### config.mk
export PLATFORM = sky130hd
export DESIGN_NAME = slot_slab_binding_allocator_top
export DESIGN_NICKNAME = d
export VERILOG_FILES = /design/src/rtl/ssba_pkg.sv /design/src/rtl/ssba_ram.sv /design/src/rtl/ssba_ctrl.sv /design/src/rtl/ssba_dp.sv /design/src/rtl/slot_slab_binding_allocator_top.sv
export VERILOG_INCLUDE_DIRS = /design/src /design/src/rtl
export SDC_FILE = /design/constraint.sdc
export NUM_CORES = 2
export LEC_CHECK = 0
export ABC_AREA = 1
export BUFFER_PORTS_ARGS = -buffer_cell sky130_fd_sc_hd__buf_4
export CORE_ASPECT_RATIO = 1.1
export CORE_UTILIZATION = 65
export CTS_BUF_LIST = sky130_fd_sc_hd__clkbuf_4
export DETAILED_ROUTE_END_ITERATION = 12
export PLACE_DENSITY_LB_ADDON = 0.2
export SLEW_MARGIN = 10
export SYNTH_ARGS = -nofsm -noshare
export SYNTH_HDL_FRONTEND = slang
export SYNTH_HIERARCHICAL = 1
export SYNTH_SLANG_ARGS = --single-unit
export TNS_END_PERCENT = 100
### constraint.sdc
create_clock -name clk -period 23.5 [get_ports clk]
set_input_delay 1.175 -clock clk [delete_from_list [all_inputs] [get_ports clk]]
set_output_delay 1.175 -clock clk [all_outputs]
set_load 0.05 [all_outputs]
### src/rtl/slot_slab_binding_allocator_top_defines.svh
// assertion macros shared by the allocator rtl
// no dependencies
`ifndef SLOT_SLAB_BINDING_ALLOCATOR_TOP_DEFINES_SVH
`define SLOT_SLAB_BINDING_ALLOCATOR_TOP_DEFINES_SVH

// same-cycle implication, disabled in reset
`define SSBA_ASSERT_IMP(lbl, clk, rst_n, ante, cons, msg) \
	lbl: assert property (@(posedge clk) disable iff (!rst_n) (ante) |-> (cons)) \
		else $error(msg);

// next-cycle implication, disabled in reset
`define SSBA_ASSERT_NXT(lbl, clk, rst_n, ante, cons, msg) \
	lbl: assert property (@(posedge clk) disable iff (!rst_n) (ante) |=> (cons)) \
		else $error(msg);

`endif

### src/rtl/ssba_pkg.sv
// shared constants, codes, structs and helper functions of the allocator
// no dependencies
package ssba_pkg;

	localparam int SLOTS     = 256;
	localparam int SLABS     = 48;
	localparam int MAX_ROWS  = 16;

	localparam int SLOT_W    = 10;
	localparam int FIELD_W   = 16;
	localparam int CNT_W     = 6;
	localparam int SLAB_AW   = 6;
	localparam int PITCH_W   = 7;
	localparam int WIDTH_W   = 9;
	localparam int HEIGHT_W  = 9;
	localparam int ROWS_W    = 5;
	localparam int STATUS_W  = 3;
	localparam int FULL_W    = 6;
	localparam int HALF_W    = 4;

	localparam int SLOT_AW   = (SLOTS > 1) ? $clog2(SLOTS) : 1;
	localparam int SLAB_MAW  = (SLABS > 1) ? $clog2(SLABS) : 1;

	localparam int PITCH_LIMIT  = 64;
	localparam int HEIGHT_LIMIT = 256;
	localparam int SPLIT_MIN    = 8;
	localparam int SPLIT_DIV    = 6;
	// reciprocal of the split divisor in 8 fractional bits, rounded up
	localparam int SPLIT_RECIP  = (256 + SPLIT_DIV - 1) / SPLIT_DIV;

	localparam logic [CNT_W-1:0] SLAB_COUNT_RST = 6'd48;

	localparam logic [1:0] REQ_REGISTER = 2'd0;
	localparam logic [1:0] REQ_LOOKUP   = 2'd1;
	localparam logic [1:0] REQ_CLEAR    = 2'd2;

	localparam logic [STATUS_W-1:0] STAT_OK       = 3'd0;
	localparam logic [STATUS_W-1:0] STAT_HDR_BAD  = 3'd1;
	localparam logic [STATUS_W-1:0] STAT_RANGE    = 3'd2;
	localparam logic [STATUS_W-1:0] STAT_NO_FREE  = 3'd3;
	localparam logic [STATUS_W-1:0] STAT_NOT_RES  = 3'd4;

	typedef struct packed {
		logic [PITCH_W-1:0]  pitch;
		logic [HEIGHT_W-1:0] height;
		logic                eight;
		logic [ROWS_W-1:0]   rows;
	} desc_t;

	localparam int DESC_W = $bits(desc_t);

	typedef struct packed {
		logic load;
		logic desc_rd;
		logic commit;
	} ssba_cmd_t;

	typedef struct packed {
		logic lookup_hit;
		logic out_free;
	} ssba_sts_t;

	function automatic logic [HALF_W-1:0] split_half(input logic [CNT_W-1:0] c);
		logic [CNT_W+7:0] p;
		p = (CNT_W+8)'(c) * (CNT_W+8)'(SPLIT_RECIP);
		return (c > CNT_W'(SPLIT_MIN)) ? p[HALF_W+7:8] : '0;
	endfunction

	function automatic logic [FULL_W-1:0] split_full(input logic [CNT_W-1:0] c);
		return (c > CNT_W'(SPLIT_MIN)) ? FULL_W'(c - CNT_W'(split_half(c))) : '0;
	endfunction

endpackage

### src/rtl/ssba_ram.sv
// generic single write port, single read port ram with registered read
// no dependencies
module ssba_ram #(
	parameter int WIDTH = 8,
	parameter int DEPTH = 16
) (
	input  logic                                       clk,
	input  logic                                       we,
	input  logic [((DEPTH > 1) ? $clog2(DEPTH) : 1)-1:0] waddr,
	input  logic [WIDTH-1:0]                           wdata,
	input  logic                                       re,
	input  logic [((DEPTH > 1) ? $clog2(DEPTH) : 1)-1:0] raddr,
	output logic [WIDTH-1:0]                           rdata
);

	logic [WIDTH-1:0] mem_q [DEPTH];
	logic [WIDTH-1:0] rdata_q;

	always_ff @(posedge clk) begin
		if (we) begin
			mem_q[waddr] <= wdata;
		end
		if (re) begin
			rdata_q <= mem_q[raddr];
		end
	end

	assign rdata = rdata_q;

endmodule

### src/rtl/ssba_ctrl.sv
// request sequencer of the allocator: accept, map lookup, descriptor read, commit
// depends on ssba_pkg and the assertion macro header
`include "slot_slab_binding_allocator_top_defines.svh"

module ssba_ctrl (
	input  logic                clk,
	input  logic                arst_n,
	input  logic                in_valid,
	output logic                in_ready,
	input  ssba_pkg::ssba_sts_t sts,
	output ssba_pkg::ssba_cmd_t cmd
);
	import ssba_pkg::*;

	typedef enum logic [1:0] {
		S_IDLE,
		S_LOOK,
		S_DESC
	} state_t;

	state_t state_q;

	always_ff @(posedge clk or negedge arst_n) begin
		if (!arst_n) begin
			state_q <= S_IDLE;
		end else begin
			case (state_q)
				S_IDLE: begin
					if (in_valid) begin
						state_q <= S_LOOK;
					end
				end
				S_LOOK: begin
					if (sts.lookup_hit) begin
						state_q <= S_DESC;
					end else if (sts.out_free) begin
						state_q <= S_IDLE;
					end
				end
				S_DESC: begin
					if (sts.out_free) begin
						state_q <= S_IDLE;
					end
				end
				default: begin
					state_q <= S_IDLE;
				end
			endcase
		end
	end

	assign in_ready = (state_q == S_IDLE);

	always_comb begin
		cmd = '0;
		case (state_q)
			S_IDLE: begin
				cmd.load = in_valid;
			end
			S_LOOK: begin
				cmd.desc_rd = sts.lookup_hit;
				cmd.commit  = !sts.lookup_hit && sts.out_free;
			end
			S_DESC: begin
				cmd.commit = sts.out_free;
			end
			default: begin
				cmd = '0;
			end
		endcase
	end

	`SSBA_ASSERT_IMP(a_commit_needs_room, clk, arst_n, cmd.commit, sts.out_free, "commit while output full")
	`SSBA_ASSERT_NXT(a_accept_to_look, clk, arst_n, in_valid && in_ready, state_q == S_LOOK, "accept did not start lookup")

endmodule

### src/rtl/ssba_dp.sv
// allocator datapath: request registers, binding map, slab valid bits,
// free slab search, descriptor ram and output register; depends on ssba_pkg, ssba_ram
`include "slot_slab_binding_allocator_top_defines.svh"

module ssba_dp (
	input  logic                                clk,
	input  logic                                arst_n,
	input  logic                                cfg_we,
	input  logic [ssba_pkg::CNT_W-1:0]          cfg_data,
	input  logic [1:0]                          req_type,
	input  logic [ssba_pkg::SLOT_W-1:0]         slot,
	input  logic [ssba_pkg::FIELD_W-1:0]        pitch_words,
	input  logic [ssba_pkg::FIELD_W-1:0]        height_rows,
	input  logic [1:0]                          bpp_code,
	input  logic                                has_palette,
	input  logic [ssba_pkg::FIELD_W-1:0]        palette_rows,
	input  ssba_pkg::ssba_cmd_t                 cmd,
	output ssba_pkg::ssba_sts_t                 sts,
	input  logic                                out_ready,
	output logic                                out_valid,
	output logic [ssba_pkg::STATUS_W-1:0]       status,
	output logic [ssba_pkg::SLAB_AW-1:0]        slab_index,
	output logic [ssba_pkg::PITCH_W-1:0]        pitch_out,
	output logic [ssba_pkg::WIDTH_W-1:0]        width_pixels,
	output logic [ssba_pkg::HEIGHT_W-1:0]       height_out,
	output logic                                is_8bpp,
	output logic [ssba_pkg::ROWS_W-1:0]         rows_out,
	output logic [ssba_pkg::FULL_W-1:0]         full_slots,
	output logic [ssba_pkg::HALF_W-1:0]         half_slots
);
	import ssba_pkg::*;

	localparam int GRP  = 8;
	localparam int NGRP = (SLABS + GRP - 1) / GRP;

	logic [CNT_W-1:0]    slab_count_q;
	logic [CNT_W-1:0]    cnt;

	logic [1:0]          req_q;
	logic [SLOT_AW-1:0]  slot_q;
	logic                oor_q;
	logic                hdr_bad_q;
	logic                bound_q;
	desc_t               new_desc_q;
	logic [NGRP-1:0]     grp_hit_q;
	logic [2:0]          grp_idx_q [NGRP];

	logic [SLABS-1:0]    owner_valid_q;
	logic [SLOTS-1:0]    bind_valid_q;

	logic                hdr_bad;
	logic [ROWS_W-1:0]   rows_clamp;
	logic [NGRP*GRP-1:0] avail;
	logic [NGRP-1:0]     grp_hit;
	logic [2:0]          grp_idx [NGRP];

	logic                free_hit;
	logic [SLAB_AW-1:0]  free_idx;
	logic [SLAB_AW-1:0]  bind_slab;
	logic [DESC_W-1:0]   desc_rdata;

	logic [STATUS_W-1:0] res_status;
	logic                res_ok;
	logic [SLAB_AW-1:0]  res_idx;
	logic                claim;
	logic                wr_desc;
	logic                clear_all;
	desc_t               res_desc;

	logic                out_valid_q;
	logic                out_free;

	// configuration
	always_ff @(posedge clk or negedge arst_n) begin
		if (!arst_n) begin
			slab_count_q <= SLAB_COUNT_RST;
		end else if (cfg_we) begin
			slab_count_q <= cfg_data;
		end
	end

	assign cnt = ({1'b0, slab_count_q} > (CNT_W+1)'(SLABS)) ? CNT_W'(SLABS) : slab_count_q;

	// header check and request capture
	assign hdr_bad = (bpp_code > 2'd1) || (pitch_words == '0) || (height_rows == '0)
		|| (pitch_words > FIELD_W'(PITCH_LIMIT)) || (height_rows > FIELD_W'(HEIGHT_LIMIT));

	always_comb begin
		rows_clamp = '0;
		if (has_palette) begin
			rows_clamp = (palette_rows > FIELD_W'(MAX_ROWS)) ? ROWS_W'(MAX_ROWS)
				: palette_rows[ROWS_W-1:0];
		end
	end

	// first free slab per group of eight
	always_comb begin
		avail = '0;
		for (int i = 0; i < SLABS; i++) begin
			avail[i] = !owner_valid_q[i] && (i < int'(cnt));
		end
		for (int g = 0; g < NGRP; g++) begin
			grp_hit[g] = 1'b0;
			grp_idx[g] = '0;
			for (int j = GRP - 1; j >= 0; j--) begin
				if (avail[g*GRP + j]) begin
					grp_hit[g] = 1'b1;
					grp_idx[g] = 3'(j);
				end
			end
		end
	end

	always_ff @(posedge clk) begin
		if (cmd.load) begin
			req_q             <= req_type;
			slot_q            <= slot[SLOT_AW-1:0];
			oor_q             <= ({1'b0, slot} >= (SLOT_W+1)'(SLOTS));
			hdr_bad_q         <= hdr_bad;
			bound_q           <= bind_valid_q[slot[SLOT_AW-1:0]];
			new_desc_q.pitch  <= pitch_words[PITCH_W-1:0];
			new_desc_q.height <= height_rows[HEIGHT_W-1:0];
			new_desc_q.eight  <= bpp_code[0];
			new_desc_q.rows   <= rows_clamp;
			grp_hit_q         <= grp_hit;
			for (int g = 0; g < NGRP; g++) begin
				grp_idx_q[g] <= grp_idx[g];
			end
		end
	end

	// combine group results, lowest group wins
	always_comb begin
		free_hit = 1'b0;
		free_idx = '0;
		for (int g = NGRP - 1; g >= 0; g--) begin
			if (grp_hit_q[g]) begin
				free_hit = 1'b1;
				free_idx = SLAB_AW'(g*GRP) + SLAB_AW'(grp_idx_q[g]);
			end
		end
	end

	// request decision
	always_comb begin
		res_status = STAT_OK;
		res_ok     = 1'b0;
		res_idx    = bind_slab;
		claim      = 1'b0;
		wr_desc    = 1'b0;
		clear_all  = 1'b0;
		case (req_q)
			REQ_REGISTER: begin
				if (hdr_bad_q) begin
					res_status = STAT_HDR_BAD;
				end else if (oor_q) begin
					res_status = STAT_RANGE;
				end else if (bound_q) begin
					res_ok  = 1'b1;
					wr_desc = cmd.commit;
				end else if (free_hit) begin
					res_ok  = 1'b1;
					res_idx = free_idx;
					claim   = cmd.commit;
					wr_desc = cmd.commit;
				end else begin
					res_status = STAT_NO_FREE;
				end
			end
			REQ_LOOKUP: begin
				if (oor_q) begin
					res_status = STAT_RANGE;
				end else if (!bound_q) begin
					res_status = STAT_NOT_RES;
				end else begin
					res_ok = 1'b1;
				end
			end
			REQ_CLEAR: begin
				clear_all = cmd.commit;
			end
			default: begin
				res_status = STAT_OK;
			end
		endcase
	end

	assign res_desc = (req_q == REQ_LOOKUP) ? desc_t'(desc_rdata) : new_desc_q;

	assign out_free       = !out_valid_q || out_ready;
	assign sts.out_free   = out_free;
	assign sts.lookup_hit = (req_q == REQ_LOOKUP) && !oor_q && bound_q;

	// binding and ownership valid bits
	always_ff @(posedge clk or negedge arst_n) begin
		if (!arst_n) begin
			owner_valid_q <= '0;
			bind_valid_q  <= '0;
		end else if (clear_all) begin
			owner_valid_q <= '0;
			bind_valid_q  <= '0;
		end else if (claim) begin
			owner_valid_q[free_idx[SLAB_MAW-1:0]] <= 1'b1;
			bind_valid_q[slot_q]                  <= 1'b1;
		end
	end

	ssba_ram #(
		.WIDTH (SLAB_AW),
		.DEPTH (SLOTS)
	) u_bind_ram (
		.clk   (clk),
		.we    (claim),
		.waddr (slot_q),
		.wdata (free_idx),
		.re    (cmd.load),
		.raddr (slot[SLOT_AW-1:0]),
		.rdata (bind_slab)
	);

	ssba_ram #(
		.WIDTH (DESC_W),
		.DEPTH (SLABS)
	) u_desc_ram (
		.clk   (clk),
		.we    (wr_desc),
		.waddr (res_idx[SLAB_MAW-1:0]),
		.wdata (new_desc_q),
		.re    (cmd.desc_rd),
		.raddr (bind_slab[SLAB_MAW-1:0]),
		.rdata (desc_rdata)
	);

	// output register
	always_ff @(posedge clk or negedge arst_n) begin
		if (!arst_n) begin
			out_valid_q <= 1'b0;
		end else if (cmd.commit) begin
			out_valid_q <= 1'b1;
		end else if (out_ready) begin
			out_valid_q <= 1'b0;
		end
	end

	always_ff @(posedge clk) begin
		if (cmd.commit) begin
			status     <= res_status;
			full_slots <= split_full(cnt);
			half_slots <= split_half(cnt);
			if (res_ok) begin
				slab_index   <= res_idx;
				pitch_out    <= res_desc.pitch;
				width_pixels <= res_desc.eight ? {1'b0, res_desc.pitch, 1'b0}
					: {res_desc.pitch, 2'b00};
				height_out   <= res_desc.height;
				is_8bpp      <= res_desc.eight;
				rows_out     <= res_desc.rows;
			end else begin
				slab_index   <= '0;
				pitch_out    <= '0;
				width_pixels <= '0;
				height_out   <= '0;
				is_8bpp      <= 1'b0;
				rows_out     <= '0;
			end
		end
	end

	assign out_valid = out_valid_q;

	`SSBA_ASSERT_IMP(a_bind_owner_match, clk, arst_n, 1'b1, $countones(owner_valid_q) == $countones(bind_valid_q), "bound slots and owned slabs differ")
	`SSBA_ASSERT_NXT(a_clear_frees_all, clk, arst_n, clear_all, (owner_valid_q == '0) && (bind_valid_q == '0), "clear left a binding")

endmodule

### src/rtl/slot_slab_binding_allocator_top.sv
// a register, clear or spare request, or a lookup that misses, loads its result from S_LOOK,
// a lookup hit reads the descriptor ram and loads it from S_DESC; both wait for output room
// one request in flight; a new one is taken in the cycle after the result is loaded
// the output register holds a result while the next request is accepted
// the binding map is read at accept and the descriptor ram in S_LOOK, both with registered reads
// reset frees all slabs and slots through valid bits at once; slab count resets to 48
module slot_slab_binding_allocator_top (
	input  logic                          clk,
	input  logic                          arst_n,
	input  logic                          cfg_we,
	input  logic [ssba_pkg::CNT_W-1:0]    cfg_data,
	input  logic                          in_valid,
	output logic                          in_ready,
	input  logic [1:0]                    req_type,
	input  logic [ssba_pkg::SLOT_W-1:0]   slot,
	input  logic [ssba_pkg::FIELD_W-1:0]  pitch_words,
	input  logic [ssba_pkg::FIELD_W-1:0]  height_rows,
	input  logic [1:0]                    bpp_code,
	input  logic                          has_palette,
	input  logic [ssba_pkg::FIELD_W-1:0]  palette_rows,
	output logic                          out_valid,
	input  logic                          out_ready,
	output logic [ssba_pkg::STATUS_W-1:0] status,
	output logic [ssba_pkg::SLAB_AW-1:0]  slab_index,
	output logic [ssba_pkg::PITCH_W-1:0]  pitch_out,
	output logic [ssba_pkg::WIDTH_W-1:0]  width_pixels,
	output logic [ssba_pkg::HEIGHT_W-1:0] height_out,
	output logic                          is_8bpp,
	output logic [ssba_pkg::ROWS_W-1:0]   rows_out,
	output logic [ssba_pkg::FULL_W-1:0]   full_slots,
	output logic [ssba_pkg::HALF_W-1:0]   half_slots
);
	import ssba_pkg::*;

	ssba_cmd_t cmd;
	ssba_sts_t sts;

	ssba_ctrl u_ctrl (
		.clk      (clk),
		.arst_n   (arst_n),
		.in_valid (in_valid),
		.in_ready (in_ready),
		.sts      (sts),
		.cmd      (cmd)
	);

	ssba_dp u_dp (
		.clk          (clk),
		.arst_n       (arst_n),
		.cfg_we       (cfg_we),
		.cfg_data     (cfg_data),
		.req_type     (req_type),
		.slot         (slot),
		.pitch_words  (pitch_words),
		.height_rows  (height_rows),
		.bpp_code     (bpp_code),
		.has_palette  (has_palette),
		.palette_rows (palette_rows),
		.cmd          (cmd),
		.sts          (sts),
		.out_ready    (out_ready),
		.out_valid    (out_valid),
		.status       (status),
		.slab_index   (slab_index),
		.pitch_out    (pitch_out),
		.width_pixels (width_pixels),
		.height_out   (height_out),
		.is_8bpp      (is_8bpp),
		.rows_out     (rows_out),
		.full_slots   (full_slots),
		.half_slots   (half_slots)
	);

endmodule
==> impl_metrics.ini <==
[die]
initial_core_util_pct = 65.4
die_area_sq_um = 198000
rows = 170
fp.coreArea_sq_um = 195000
die_y_microns = 467
die_w_microns = 424
num_io_pins = 126

[critical_path]
critPathMaxFanout = 10
end_kind = flip-flop
worstSetupPathType = flip-flop to flip-flop
worstPathArrival_ns = 6.58
start_kind = flip-flop
required_ns = 24.66

[logic_synthesis]
netlist_top_cells_area = edfxtp_1 64%, nand3_1 9.5%, nand2_1 9.1%, dfrtp_1 6.1%, nor2_1 2.9%
synth_top_area_share_pct = 64.2
yosysUniqueCellTypes = 49
ys_warn_count = 6
syn-mean-instance-area_sq_um = 11.2
ys_ff_latch = 3041
yosysTopAreaCell = edfxtp_1
synth-xor-area-share_pct = 0.0206
synth_edf_count = 2728
synthMuxAreaShare_pct = 0.0628
syn_area_sq_um = 128000
synth_compound_area_share_pct = 2.92
synthAdderAreaFrac_pct = 0.491
synth_top_family_by_area = simple AND/OR/NAND/NOR gates
ys_seq_area_share_pct = 70.4
yosys.area_share.simple_pct = 22.1
synth_nets = 11455
synthArstFlopShare_pct = 10.3
synthCells = 11334
synthFlopType = edfxtp_1

[finish]
final_cell_count_no_fill = 14719
nets = 11754
drive_gt1_share_pct = 12.3
multi_input_area_sq_um = 32900
fin_util_pct = 70.8
seqCellArea_sq_um = 89800
areaGrowthSynthToFinish_pct = 8.38
layout_common_cells = 3088 x nand2_1, 2728 x edfxtp_1, 2424 x nand3_1, 1042 x clkbuf_4, 917 x nor2_1
final_common_cell = nand2_1
fillerInstances = 13549

[sta]
fin_crit_sh_pct = 23.1
final.setup_skew_ns = 0.0788
rsz0062_at_grt = false
slew_viol_final = 0
setup_violations = 0
tightest_slew_ns = 1.37
whs_ns = 0.171
finalHoldViolations = 0
fmax_mhz = 184
fin_ws_ns = 18.08
relSlewSlack_pct = 8.14
layout_min_cycle_time_ns = 5.42
fin_tns_setup_ns = 0

[detailed_routing]
viasPerCell = 6.15
drt.antenna.violating_nets = 0
drt_iter0_markers = 12125
drt-total-wl_microns = 338000
drtPass1Iterations = 12
drc = 0
wire_per_inst_microns = 22.9
vias = 90474

[placement]
dp.cells = 13446
gp_routability_congestion = 0.937
portBuffers = 124
dp_hpwl_microns = 191000
place_ws_ns = 17.80

[cts]
cts_buffers = 726
cts-resized-gates = 0
clock_path_buffers = 4
cts_root_buf = clkbuf_4
cts_setup_buffers = 0
clock_latency_ns = 1.47
cts_tree = built
clk_pin_slew_ns = 0.07
htree_levels = 6
clkSinkCount = 3041
ctsHoldBuffers = 39

[power_and_ir_drop]
p_leak_nw = 51.7
power_density_nw_per_um2 = 87.5
ir_drop_mv = 0.0780

[flow_run]
maxCapViolations = 0

[outcome]
run_status = complete, no violations

[global_route]
grt_pass1_vias = 87974
grt_max_degree = 249
grt_pass1_wl_microns = 507000
track_usage_pct = 33.9
grt_remaining_overflow = 0
grt_antenna_before_repair = 10

[min_path]
hold_path_class = input pin to flip-flop
-- report_power, final --
| part | total, mW | internal [mW] | switching [mW] |
|---|---|---|---|
| registers | 6.17 | 6.13 | 0.0396 |
| clock network | 4.15 | 2.15 | 2.01 |
| logic | 1.77 | 0.395 | 1.37 |
| total | 12.1 | 8.67 | 3.42 |
-- final cells by class --
class | instances | share of cell area (%)
timing repair buffer | 302 | 1.80
sequential | 3041 | 65.0
tap | 2580 | 2.34
clock buffer | 1042 | 5.66
inverter | 238 | 0.692
multi-input combinational | 7324 | 23.8
antenna | 8 | 0.0145
clock inverter | 184 | 0.743
-- per-layer routing --
metal	share of wire [%]	vias to the layer above	GRT usage, %
met5	0.0098	-	0
met4	5.7	4	20.0
met3	11	976	6.52
met2	48	5702	54.8
met1	36	43149	43.2
li1	-	40643	-
-- per-stage QoR --
stage,total power [mW],area [sq um]
finish,12.1,138000
global route,12.5,138000
CTS,12.1,138000
detailed placement,8.01,129000
global placement,7.98,129000
floorplan,7.45,128000
-- flip-flops by register name, summed over array words and instances (netlist names), 2 cells and up --
register	cells
u_dp/new_desc_q	22
u_dp/slot_q	8
u_dp/status	3
u_dp/req_q	2
u_dp/u_bind_ram/rdata	6
u_dp/half_slots	4
u_dp/bind_valid_q	256
u_dp/rows_out	5
u_dp/grp_hit_q	6
u_dp/height_out	9
u_dp/owner_valid_q	48
u_dp/slab_index	6
u_dp/grp_idx_q	18
u_ctrl/state_q	2
u_dp/width_pixels	8
u_dp/u_desc_ram/mem_q	1056
u_dp/u_desc_ram/rdata	22
u_dp/pitch_out	7
u_dp/full_slots	6
u_dp/slab_count_q	6
u_dp/u_bind_ram/mem_q	1536
-- synth_stat cells, types with 3 or more instances --
master / n
clkbuf_1: 243
xnor2_1: 3
clkinv_1: 4
inv_1: 224
a21boi_0: 6
mux2i_1: 8
buf_6: 94
buf_8: 6
nand3_1: 2426
or2_2: 6
buf_4: 109
ha_1: 42
nor3_1: 22
inv_2: 9
nor2_2: 5
nand4_1: 6
o21ai_1: 57
nor3_4: 17
nor3_2: 7
o21ai_0: 154
o21bai_1: 3
buf_2: 234
buf_1: 45
edfxtp_1: 2728
fa_1: 5
a21oi_1: 338
dfrtp_1: 311
nor2_4: 3
a31oi_1: 13
nor2_1: 972
nor4_1: 8
nand2_1: 3105
o211ai_1: 100
-- critical path, stage by stage, from the launching register on --
cell and delay [ns]:
dfstp_2 0.57, ha_1 0.18, nand2_1 0.10, nand2_1 0.29, inv_1 0.32, ha_1 0.38
inv_1 0.05, fa_1 0.51, fa_1 0.53, inv_1 0.05, ha_1 0.28, nand2_1 0.05
o21ai_0 0.28, nand3_1 0.12, nand2_1 0.10, nor2_1 0.04, nor2_1 0.15, inv_1 0.06
ha_1 0.31, nand2_1 0.07, nor2_1 0.04, a211oi_1 0.32, o211ai_1 0.14, o21ai_0 0.18
a21oi_1 0.06
-- worst paths after layout --
check                                                        start                                  to  slack [ns]  cells after the start
max in group asynchronous                                   arst_n   u_dp/owner_valid_q[0]$_DFFE_PN0P_       21.54                      3
min in group asynchronous                                   arst_n   u_dp/bind_valid_q[38]$_DFFE_PN0P_        0.44                      2
worst max-delay path              u_dp/slab_count_q[4]$_DFFE_PN1P_    u_dp/full_slots[5]$_SDFFCE_PP0P_       18.08                     24
worst max register to register    u_dp/slab_count_q[4]$_DFFE_PN1P_    u_dp/full_slots[5]$_SDFFCE_PP0P_       18.08                     24
worst min register to register  u_dp/bind_valid_q[200]$_DFFE_PN0P_  u_dp/bind_valid_q[200]$_DFFE_PN0P_        0.49                      2
worst min-delay path                                       slot[6]            u_dp/slot_q[6]$_DFFE_PP_        0.17                      1
-- cell families after synthesis --
family / count (synthesis)
other: 1
adders and majority gates: 47
buffers and inverters: 969
muxes: 8
AOI/OAI and AO/OA: 680
DFF: 3041
and+or+nand+nor: 6585
xor gates and xnor gates: 3
No activity file was read; power rests on OpenSTA's default activity.
